[src/data_rate_exponent_mantissa_search_assert.svh]
// Assertion macros used by the top level of the symbol-rate search RTL.
// Depends on signals named clk and rst_n in the module that uses them.
`ifndef DATA_RATE_EXPONENT_MANTISSA_SEARCH_ASSERT_SVH
`define DATA_RATE_EXPONENT_MANTISSA_SEARCH_ASSERT_SVH

// Antecedent implies consequent, checked at every clock edge out of reset.
`define DREMS_ASSERT_IMP(lbl, ante, cons, msg) \
    lbl: assert property (@(posedge clk) disable iff (!rst_n) (ante) |-> (cons)) \
        else $error(msg);

// Condition must never hold out of reset.
`define DREMS_ASSERT_NEVER(lbl, cond, msg) \
    lbl: assert property (@(posedge clk) disable iff (!rst_n) !(cond)) \
        else $error(msg);

`endif

[src/drems_pkg.sv]
// Package for the symbol-rate exponent/mantissa search: widths, constants and types.
// No dependencies.
package drems_pkg;

    localparam int RateW     = 22;
    localparam int XtalW     = 26;
    localparam int ExpN      = 16;
    localparam int ExpW      = 4;
    localparam int MantW     = 8;
    localparam int RateShift = 28;
    // The divider produces floor(rate * 2^29 / xtal), one extra bit for rounding.
    localparam int DivShift  = RateShift + 1;
    localparam int DivSteps  = RateW + DivShift;
    localparam int QW        = DivSteps;
    localparam int RateIdxW  = $clog2(RateW);
    localparam int TW        = MantW + 1;
    localparam int ProdW     = TW + XtalW;
    localparam int DiffW     = RateW + RateShift + 1;
    localparam int ErrW      = DiffW - RateShift;
    localparam int SelLevels = 4;
    localparam int Latency   = DivSteps + 2 + SelLevels;

    // Doubled quotient window that rounds to 256..511.
    localparam logic [QW-1:0] QLow  = QW'(511);
    localparam logic [QW-1:0] QHigh = QW'(1022);

    localparam logic [XtalW-1:0] XtalReset = XtalW'(26000000);
    localparam logic             RegCrystal = 1'b0;

    typedef struct packed {
        logic             vld;
        logic [QW-1:0]    quo;
        logic             rem_zero;
        logic [RateW-1:0] rate;
    } div_out_t;

    typedef struct packed {
        logic             vld;
        logic [ErrW-1:0]  err;
        logic [ExpW-1:0]  exp;
        logic [MantW-1:0] mant;
    } cand_t;

    // Lower exponent sits in a; it wins on equal error.
    function automatic cand_t pick(input cand_t a, input cand_t b);
        if (a.vld && (!b.vld || a.err <= b.err))
            return a;
        return b;
    endfunction

endpackage

[src/drems_sel.sv]
// Registered four-level minimum tree over the sixteen lanes, lowest exponent on ties.
// Depends on drems_pkg.
module drems_sel
(
    input  logic                                   clk,
    input  logic                                   rst_n,
    input  logic                                   item_vld,
    input  drems_pkg::cand_t [drems_pkg::ExpN-1:0] cands,
    output logic                                   done,
    output logic [drems_pkg::ExpW-1:0]             rate_exponent,
    output logic [drems_pkg::MantW-1:0]            rate_mantissa
);
    import drems_pkg::*;

    cand_t [7:0] l1_reg;
    cand_t [3:0] l2_reg;
    cand_t [1:0] l3_reg;
    logic [SelLevels-1:0] vld_reg;
    cand_t                win;
    logic [ExpW-1:0]      exp_reg, exp_next;
    logic [MantW-1:0]     mant_reg, mant_next;

    always_comb
    begin
        win = pick(l3_reg[0], l3_reg[1]);
        if (vld_reg[SelLevels-2] && win.vld)
        begin
            exp_next  = win.exp;
            mant_next = win.mant;
        end
        else
        begin
            exp_next  = '0;
            mant_next = '0;
        end
    end

    always_ff @(posedge clk or negedge rst_n)
    begin
        if (!rst_n)
        begin
            vld_reg  <= '0;
            exp_reg  <= '0;
            mant_reg <= '0;
        end
        else
        begin
            vld_reg  <= {vld_reg[SelLevels-2:0], item_vld};
            exp_reg  <= exp_next;
            mant_reg <= mant_next;
        end
    end

    always_ff @(posedge clk)
    begin
        for (int i = 0; i < 8; i++)
            l1_reg[i] <= pick(cands[2*i], cands[2*i+1]);
        for (int i = 0; i < 4; i++)
            l2_reg[i] <= pick(l1_reg[2*i], l1_reg[2*i+1]);
        for (int i = 0; i < 2; i++)
            l3_reg[i] <= pick(l2_reg[2*i], l2_reg[2*i+1]);
    end

    assign done          = vld_reg[SelLevels-1];
    assign rate_exponent = exp_reg;
    assign rate_mantissa = mant_reg;

endmodule

[config.mk]
export PLATFORM = sky130hd
export DESIGN_NAME = drems_sel
export DESIGN_NICKNAME = d
export VERILOG_FILES = /design/src/data_rate_exponent_mantissa_search_assert.svh /design/src/drems_pkg.sv /design/src/drems_sel.sv
export SDC_FILE = /design/constraint.sdc
export NUM_CORES = 1
export LEC_CHECK = 0
export BUFFER_PORTS_ARGS = -buffer_cell sky130_fd_sc_hd__buf_2
export CELL_PAD_IN_SITES_DETAIL_PLACEMENT = 0
export CELL_PAD_IN_SITES_GLOBAL_PLACEMENT = 1
export CORE_MARGIN = 2
export CORE_UTILIZATION = 42
export CTS_CLUSTER_SIZE = 25
export DETAILED_ROUTE_END_ITERATION = 6
export PLACE_DENSITY_LB_ADDON = 0.1
export REMOVE_ABC_BUFFERS = 1
export SLEW_MARGIN = 20
export SYNTH_ARGS = -nofsm -noshare
export SYNTH_HDL_FRONTEND = slang
export SYNTH_SLANG_ARGS = --single-unit
[constraint.sdc]
create_clock -name clk -period 3.1 [get_ports clk]
set_input_delay 0.465 -clock clk [delete_from_list [all_inputs] [get_ports clk]]
set_output_delay 0.465 -clock clk [all_outputs]
set_load 0.005 [all_outputs]
==> results.ini, run 1 <==
[detailed_routing]
finalWirelength_um=88200
wl_per_cell_um=19.2
antenna_left=0
drc=0
dr.pass1.iters=5
vias=24600
initialDrtViolationCount=1361
vias_per_cell=5.36

[yosys]
synthTopCellsByArea=dfxtp_1, ha_1, o211ai_1
synth_top_area_share_pct=35.7
synth_area_um2=28300
synth.distinct_cells=48
syn_inst=3091
synth_top_cell_by_area=dfxtp_1
syn_area_per_cell_um2=9.14
yosys_warnings=0
ys_seq_area_share_pct=37.1
ys_ff_latch=520

[critical_path]
worstSetupEndpointType=flip-flop
reg2regPathDepth=9
setup.worst_path.start=l1_reg[62]
r2r-end=l2_reg[24]
crit_fanout=19
crit_path_start_kind=flip-flop
reg2reg_from=l1_reg[62]
critical_path_arrival_ps=3370
criticalPathCategory=flip-flop to flip-flop
reg2reg_slack_ps=250
crit_path_end=l2_reg[24]
worst_ep_required_time_ps=3620

[timing]
hold_viol=0
setup_tns_ps=0
period_share_pct=91.9
slew_headroom_pct=40.9
final.setup_skew_ps=51.0
holdWs_ps=36.3
tightestPinTransition_ps=864
setup_violations=0
fmaxAchievable_ghz=0.351
rsz0062_at_grt=no
slew_viol_final=0
worst_slack_ps=250
fin_crit_ps=2850

[clock_network]
cts_max_level=2
clock-root-buffer=clkbuf_16
clock_latency_ps=640
cts_buffers=59
clkSinkCount=520
cts_tree=yes
clk_pin_slew_ps=60
clockBufferDepth=3

[placed_design]
hpwl_um=70900
place.gp.congestion=0.918
io_buffers=591
dp_cells=4462
place_area_um2=32400
dp_slack_ps=-303

[finish]
nNetsFinal=4579
area_delta_synth_final_pct=22.3
drive_gt1_share_pct=29.3
final_common_cell=buf_2
mostFrequentLayoutCells=buf_2, dfxtp_1, nand2_1
final_cells=4587
fill_cells=6339
final_util_pct=51.6
largest_reg_flops=288
fin_area_um2=34600

[die]
pin_count=592
die_area_um2=69400
initial_core_util_pct=42.2
die-height_um=263
rows=95
core_area_um2=66900
die_w_um=263

[power_and_ir_drop]
power_mw=21.5
p_per_area_nw_per_um2=622
ir_drop_uv=449
power.leakage_nw=16.3

[min_path]
worstHoldPathType=input port to flip-flop

[global_routing]
grt_first_pass_wirelength_um=139000
grtUsageMet1_pct=29.4
overflow=0
grt_busiest_layer=met2
grt_antenna_before_repair=10
grt_max_degree=36
use_met3_pct=3.31
gr-usage-all-layers_pct=25.0
grt_pass1_vias=25800
met2_usage_pct=46.1

[flow_run]
cap_violations=0

[run_status]
status=finished, final reports clean

==> cells by family after synthesis <==
family	after synthesis	share of synthesized area, %
AOI/OAI and AO/OA	724	18.2
adders and majority gates	345	15.3
buffers and inverters	511	7.16
DFF	520	37.1
muxes	280	11.2
and+or+nand+nor	711	11.1
==> report_power, final <==
group,switching [mW],internal (mW)
Sequential,0.792,7.94
Combinational,3.03,2.50
Clock,2.95,4.28
==> layout make-up <==
cell class	count	area [µm²]	area share, %
diodes	9	22.5	0.0652
clock buffers	80	1660	4.79
clock inverters	31	398	1.15
inverters	349	1310	3.79
multi-input cells	2060	15900	45.9
flip-flops and latches	520	10500	30.4
well taps	873	1090	3.16
repair buffers	665	3740	10.8
==> metal layers <==
metal / part of all wire, % / vias to the layer above
met5: 0.015 / -
li1: - / 12200
met1: 41 / 11600
met3: 4.2 / 161
met4: 3.7 / 2
met2: 51 / 647
==> worst min-delay path by stage <==
| stage | depth (start not counted) | startpoint | endpoint | slack (ps) |
|---|---|---|---|---|
| floorplan | 0 | rst_n | rate_exponent[0] | 170 |
| finish | 2 | cands[215] | l1_reg[107] | 40 |
| global placement | 0 | vld_reg[1] | vld_reg[2] | 340 |
| detailed placement | 0 | vld_reg[0] | vld_reg[1] | 340 |
| CTS | 2 | cands[432] | l1_reg[216] | 0.4 |
| global route | 2 | cands[220] | l1_reg[112] | 20 |
==> critical path, stage by stage (launching register included) <==
cell and delay, ps:
dfxtp_1 400, inv_1 60, ha_1 290, nand4_1 120, or2_2 350, o31ai_1 520
nor2_2 80, o21a_1 350, buf_12 270, o211ai_1 290
==> Yosys cell counts, drive strengths merged <==
master and instances:
or2 18, a221oi 3, nor4 4, o211ai 425, nand3 65, and3 6, o21ai 41, inv 349
a311o 1, nand4 62, o311ai 1, a21o 40, a21boi 14, o311a 1, and4 13, and2 7
a2111oi 6, o31a 7, a221o 6, mux2 280, dfrtp 16, o31ai 14, nand2 471, dfxtp 504
o221a 6, ha 345, buf 51, a311oi 2, a21bo 1, a211oi 17, o211a 1, nand2b 3
nor2 41, nor2b 8, a211o 5, clkbuf 111, a31oi 6, nor3 4, nand3b 9, a21oi 108
o21a 19
==> repair_timing <==
item,4_1_cts,5_1_grt
hold buffers,5,0
hold endpoints to repair,20,0
buffers inserted,0,0
setup endpoints to repair,0,23
resized for setup,0,1
(Power assumes the default switching activity.)
==> run 2, diff against run 1 <==
Settings changed: BUFFER_PORTS_ARGS -buffer_cell sky130_fd_sc_hd__buf_2 to unset, CORE_UTILIZATION 42 to 49, DONT_BUFFER_PORTS set to 1.
==> run 2 against run 1 <==
Effect of this change: clock power about the same; critical path depth increased by 1; hold slack got worse by 8.4 ps; flip-flop and latch count unchanged; count of clock-buffer cells in the layout decreased by 4; power about the same; routed wire length increased by 1.1%; setup slack got worse by 84 ps; maximum frequency decreased by 2.9%; sequential share of layout area decreased by 0.80 points.
==> results.ini, run 2 (same netlist as run 1, synthesis figures left out) <==
[detailed_routing]
wl_per_cell_um=20.9  ; +8.4%
vias_per_cell=5.71  ; +6.6%
vias=24400  ; -0.55%
finalWirelength_um=89300  ; +1.1%
initialDrtViolationCount=1352  ; -0.66%
dr.pass1.iters=5  ; unchanged
drc=0  ; unchanged
antenna_left=0  ; unchanged

[global_routing]
gr-usage-all-layers_pct=29.4  ; +4.4 points
grt_max_degree=36  ; unchanged
overflow=0  ; unchanged
met2_usage_pct=53.9  ; +7.8 points
grt_pass1_vias=25300  ; -1.7%
use_met3_pct=5.14  ; +1.8 points
grt_antenna_before_repair=0  ; -10
grtUsageMet1_pct=34.1  ; +4.6 points
grt_first_pass_wirelength_um=140000  ; +0.65%
grt_busiest_layer=met2

[die]
rows=88  ; -7.4%
die_area_um2=59600  ; -14%
initial_core_util_pct=49.3  ; +7.0 points
core_area_um2=57400  ; -14%
die_w_um=244  ; -7.3%
pin_count=592  ; unchanged
die-height_um=244  ; -7.3%

[critical_path]
path_cells=inv_1 -> ha_1 -> and4_1 -> nand4_1 -> nor3_1 -> nor2b_1 -> a311oi_4 -> buf_4 -> mux2_2 -> dlygate4sd3_1
critical_path_arrival_ps=3430  ; +60 ps
worst-path-stages=10  ; +1
critPathSlowestCell=dlygate4sd3_1
crit_fanout=12  ; -7
criticalPathCategory=input port to flip-flop
slowest_delay_ps=570  ; +50 ps
crit_path_start_kind=input port
worst_ep_required_time_ps=3590  ; -30 ps
worst_path_dominant_cell_family=simple AND/OR/NAND/NOR gates
reg2regPathDepth=9  ; unchanged
cp.buffers_inverters=3  ; +1
worstSetupEndpointType=flip-flop

[timing]
slew_viol_final=0  ; unchanged
setup_tns_ps=0  ; unchanged
holdWs_ps=27.9  ; -8.40 ps
period_share_pct=94.6  ; +2.7 points
hold_viol=0  ; unchanged
final.setup_skew_ps=20.4  ; -30.6 ps
setup_violations=0  ; unchanged
fin_crit_ps=2930  ; +83.8 ps
tightestPinTransition_ps=986  ; +122 ps
rsz0062_at_grt=no
slew_headroom_pct=33.7  ; -7.2 points
fmaxAchievable_ghz=0.341  ; -2.9%

[power_and_ir_drop]
power.leakage_nw=15.7  ; -3.9%
p_per_area_nw_per_um2=605  ; -2.7%
ir_drop_uv=486  ; +8.2%

[clock_network]
clkSinkCount=520  ; unchanged
clockBufferDepth=3  ; unchanged
cts_setup_buffers=0  ; unchanged
clock_latency_ps=610  ; -30 ps
cts_buffers=55  ; -6.8%
cts_max_level=2  ; unchanged
clock-root-buffer=clkbuf_16
clk_pin_slew_ps=60  ; about the same
cts_tree=yes

[finish]
diodes=0  ; -9
seq_area_um2=10500  ; unchanged
final_util_pct=61.9  ; +10 points
area_delta_synth_final_pct=25.6
fill_cells=4754  ; -25%
mostFrequentLayoutCells=dfxtp_1, nand2_1, o211ai_1
nNetsFinal=4398  ; -4.0%
drive_gt1_share_pct=13.7  ; -16 points
multiInputGateArea_um2=15900  ; about the same
largest_reg_flops=288  ; unchanged
final_common_cell=dfxtp_1

[flow_run]
cap_violations=0  ; unchanged

[placed_design]
place.gp.congestion=0.917  ; -0.14%
hpwl_um=65600  ; -7.6%
io_buffers=0  ; -100%

[min_path]
hold_depth=2  ; unchanged
worstHoldPathType=input port to flip-flop

[run_status]
status=finished, final reports clean

[run 2: changes by cell type in the layout (fill, tap and decap cells not counted), moves of 3 or more]
cell / before / now
clkbuf_1: 11 / 8
diode_2: 9 / 0
buf_2: 591 / 0
clkbuf_16: 59 / 56
bufinv_16: 6 / 10
clkinvlp_4: 9 / 4
dlygate4sd3_1: 5 / 420
buf_12: 17 / 14
clkinv_2: 9 / 4
[run 2: final timing paths]
check / from / slack [ps] / end
max: cands[494] / 170 / l1_reg[235]
min: cands[366] / 30 / l1_reg[186]
max reg2reg: l2_reg[124] / 220 / l3_reg[57]
min reg2reg: vld_reg[1] / 360 / vld_reg[2]
max in group asynchronous: rst_n / 2320 / vld_reg[1]
min in group asynchronous: rst_n / 330 / vld_reg[0]
[run 2: layout make-up]
| cell class | count | share of cell area (%) |
|---|---|---|
| sequential | 520 | 29.5 |
| clock buffer | 76 | 4.50 |
| inverter | 349 | 3.69 |
| multi-input combinational | 2060 | 44.7 |
| timing repair buffer | 488 | 13.8 |
| tap | 765 | 2.70 |
| clock inverter | 23 | 1.13 |
[run 2: per-layer routing]
layer  vias up  wire [µm]
met3       197       5040
met5         -          0
li1      11800          -
met2       813      45700
met1     11600      35200
met4         0       3350
[run 2: power by group]
| part | leakage [nW] | internal, mW | total, mW | switching (mW) |
|---|---|---|---|---|
| Combinational | 10.2 | 2.65 | 5.50 | 2.85 |
| Sequential | 4.45 | 7.94 | 8.76 | 0.823 |
| Clock | 0.968 | 4.43 | 7.22 | 2.79 |
[run 2: repair_timing]
action                                  CTS  global route
endpoints found under the setup margin    0            20
gates resized for setup                   0             1
endpoints found under the hold margin   242             0
hold buffers                            420             0
[run 2: stage by stage]
| stage | cells | power, mW | cell area [µm²] | setup WS (ps) |
|---|---|---|---|---|
| 4_1_cts | 4281 | 21.6 | 35500 | 137 |
| 5_1_grt | 4281 | 22.7 | 35500 | 40.4 |
| 3_5_place_dp | 3762 | 13.8 | 29300 | -245 |
| 3_3_place_gp | 3762 | 13.6 | 29300 | -460 |
| 2_1_floorplan | 2929 | 11.9 | 27500 | -596 |
| 6_report | 4281 | 21.5 | 35500 | 166 |
[run 2: worst reg2reg max path: stages, from the launching register on]
cell,delay (ps)
dfxtp_1,470
inv_1,80
ha_1,310
a211oi_1,220
nor2_1,80
o31a_1,240
a2111oi_1,430
o221a_2,270
buf_4,270
mux2_2,410
==> run 3, diff against run 2 <==
Settings changed: CORE_UTILIZATION 49 to 50, CTS_BUF_LIST set to sky130_fd_sc_hd__clkbuf_2.
==> run 3 against run 2 <==
Effect of this change: synthesized cell count stayed put; synthesized area stayed put; the run now fails in clock tree synthesis.
==> results.ini, run 3 <==
[clock_network]
cts_buffers=138  ; +150%
clockBufferDepth=3  ; unchanged
clkSinkCount=520  ; unchanged
post_cts_resized=0  ; unchanged
cts_max_level=4  ; +2
clock-root-buffer=clkbuf_2
cts_setup_buffers=0  ; unchanged
hold_buffers=800  ; +90%

[yosys]
synthArstFlopShare_pct=3.08  ; unchanged
ys_ff_latch=520  ; unchanged
synth_edf_count=0  ; unchanged
synth_area_um2=28300  ; unchanged
synthTopCellsByArea=dfxtp_1, ha_1, o211ai_1
synth.distinct_cells=48  ; unchanged
synth_top_cell_by_area=dfxtp_1
synth_top_area_share_pct=35.7  ; unchanged
ys_seq_area_share_pct=37.1  ; unchanged
ys.flop_type=dfxtp_1
synth_commonest_cells=dfxtp_1, nand2_1, o211ai_1, inv_1, ha_1
synth_most_common_cell=dfxtp_1
syn_inst=3091  ; unchanged
syn_area_per_cell_um2=9.14  ; unchanged
yosys_warnings=0  ; unchanged

[placed_design]
place_area_um2=29300  ; -0.11%
io_buffers=0  ; unchanged
hpwl_um=66500  ; +1.5%
place.gp.congestion=0.910  ; -0.69%

[die]
die-height_um=242  ; -0.99%
die_w_um=242  ; -0.99%
rows=87  ; -1.1%
initial_core_util_pct=50.3  ; +1.0 points
pin_count=592  ; unchanged

[run_status]
lastStage=clock tree synthesis
firstError=[ERROR RSZ-0060] Max buffer count reached.
status=did not finish

[run 3: cell counts after synthesis]
Identical to the previous run, type by type.
[run 3: per-stage QoR]
stage	hold slack [ps]	setup TNS, ps	setup slack [ps]	instances	util [%]
after floorplan	169	-112510	-596	2929	-
after global placement	170	-15320	-504	3757	52.1
after detailed placement	170	-8500	-314	3757	52.1
[run 3: cells by family after synthesis]
kind of cell    count (synthesis)  synth area share, %
compound gates                724                 18.2
buf+inv                       511                 7.16
fa+ha+maj                     345                 15.3
mux                           280                 11.2
flops                         520                 37.1
simple gates                  711                 11.1
==> run 4, diff against run 3 <==
Settings changed: CELL_PAD_IN_SITES_DETAIL_PLACEMENT 0 to unset, CELL_PAD_IN_SITES_GLOBAL_PLACEMENT 1 to unset, CORE_UTILIZATION 50 to 35, CTS_BUF_LIST sky130_fd_sc_hd__clkbuf_2 to unset, CTS_CLUSTER_SIZE 25 to unset, PLACE_DENSITY_LB_ADDON 0.1 to 0.15.
==> run 4 against run 3 <==
Effect of this change: the run now ends clean.
==> results.ini, run 4 (same netlist as run 1, synthesis figures left out) <==
[run_status]
status=finished, final reports clean

[global_routing]
grt_antenna_before_repair=3
grt_pass1_vias=25500
gr-usage-all-layers_pct=22.9
grt_first_pass_wirelength_um=148000
grt_max_degree=36
overflow=0

[die]
die_w_um=288  ; +19%
die_area_um2=83000
core_area_um2=80300
initial_core_util_pct=35.2  ; -15 points
pin_count=592  ; unchanged
rows=104  ; +20%
die-height_um=288  ; +19%

[detailed_routing]
vias_per_cell=5.32
initialDrtViolationCount=1397
dr.pass1.iters=7
antenna_left=0
vias=24600
wl_per_cell_um=21.3
drc=0
finalWirelength_um=98500

[power_and_ir_drop]
p_per_area_nw_per_um2=606
ir_drop_uv=385
power.leakage_nw=15.9
power_mw=22.0

[placed_design]
hpwl_um=74800  ; +12%
place.gp.congestion=0.893  ; -1.8%
io_buffers=0  ; unchanged
place_area_um2=29700  ; +1.4%
dp_slack_ps=52.4  ; +366 ps

[critical_path]
crit_path_start_kind=input port
reg2reg_slack_ps=310
critical_path_arrival_ps=3490
crit_fanout=14
reg2reg_from=l1_reg[268]
setup.worst_path.start=cands[266]
criticalPathCategory=input port to flip-flop
worstSetupEndpointType=flip-flop
worst_ep_required_time_ps=3620

[timing]
worst_slack_ps=123
tightestPinTransition_ps=894
rsz0062_at_grt=no
hold_viol=0
setup_violations=0
fmaxAchievable_ghz=0.336
slew_headroom_pct=40.2
fin_crit_ps=2980
final.setup_skew_ps=20.9
period_share_pct=96.0
slew_viol_final=0

[min_path]
worstHoldStart=cands[335]
worstHoldPathType=input port to flip-flop

[clock_network]
clkSinkCount=520  ; unchanged
clock-root-buffer=clkbuf_16
clockBufferDepth=3  ; unchanged
clk_pin_slew_ps=70
cts_setup_buffers=0  ; unchanged
cts_buffers=60  ; -57%
clock_latency_ps=630
cts_max_level=2  ; -2
cts_tree=yes

[finish]
largest_reg_flops=288
final_util_pct=45.3
fill_cells=7524
fin_area_um2=36300
mostFrequentLayoutCells=dfxtp_1, nand2_1, dlygate4sd3_1
final_common_cell=dfxtp_1
area_delta_synth_final_pct=28.6
nNetsFinal=4442
drive_gt1_share_pct=14.2

[flow_run]
cap_violations=0

==> run 4: where the power goes <==
| part | internal (mW) | total [mW] | switching (mW) | leakage [nW] |
|---|---|---|---|---|
| Sequential | 7.94 | 8.85 | 0.906 | 4.45 |
| Clock | 4.49 | 7.50 | 3.01 | 1.03 |
| Combinational | 2.74 | 5.66 | 2.92 | 10.4 |
==> run 4: per-stage QoR <==
step	TNS [ps]	std cells	hold WS [ps]
after floorplan	-112510	2929	169
after global placement	0	4062	172
after detailed placement	0	4062	172
after CTS	0	4628	0.0431
after global routing	0	4629	4.99
final	0	4632	23.1
==> run 4: worst paths after layout <==
check                           cells after the start          endpoint
worst max-delay path                               11       l1_reg[110]
worst min-delay path                                2       l1_reg[155]
worst max register to register                     10       l2_reg[114]
worst min register to register                      0        vld_reg[1]
max in group asynchronous                           1  rate_mantissa[3]
min in group asynchronous                           1  rate_mantissa[0]
==> run 4: timing repair <==
| action | 4_1_cts | 5_1_grt |
|---|---|---|
| hold endpoints to repair | 254 | 0 |
| setup endpoints to repair | 0 | 26 |
| gates resized for setup | 0 | 4 |
| hold buffers | 454 | 0 |
==> run 4: final cells by class <==
cell class | instances | area, µm² | share of cell area, %
Timing Repair Buffer | 527 | 5260 | 14.5
Tap cell | 1060 | 1330 | 3.65
Inverter | 349 | 1310 | 3.61
Multi-Input combinational cell | 2060 | 15800 | 43.6
Clock buffer | 76 | 1670 | 4.60
Clock inverter | 36 | 433 | 1.19
Sequential cell | 520 | 10500 | 28.9
Antenna cell | 4 | 10.0 | 0.0275
==> run 4: worst max-delay path: stages <==
cell and delay [ps]:
inv_1 20, ha_1 310, a21oi_1 160, a21oi_1 90, o31a_1 290, a2111oi_0 500
buf_4 240, o221a_2 240, buf_4 240, mux2_2 360, dlygate4sd3_1 570
==> run 4: routing by layer <==
layer / up-vias / track usage, % / wire (µm) / part of all wire (%)
met5: - / 0 / 13 / 0.013
met2: 885 / 40.0 / 48100 / 49
met3: 193 / 4.45 / 6230 / 6.3
met4: 2 / 8.19 / 3510 / 3.6
met1: 11700 / 28.1 / 40700 / 41
li1: 11900 / - / - / -
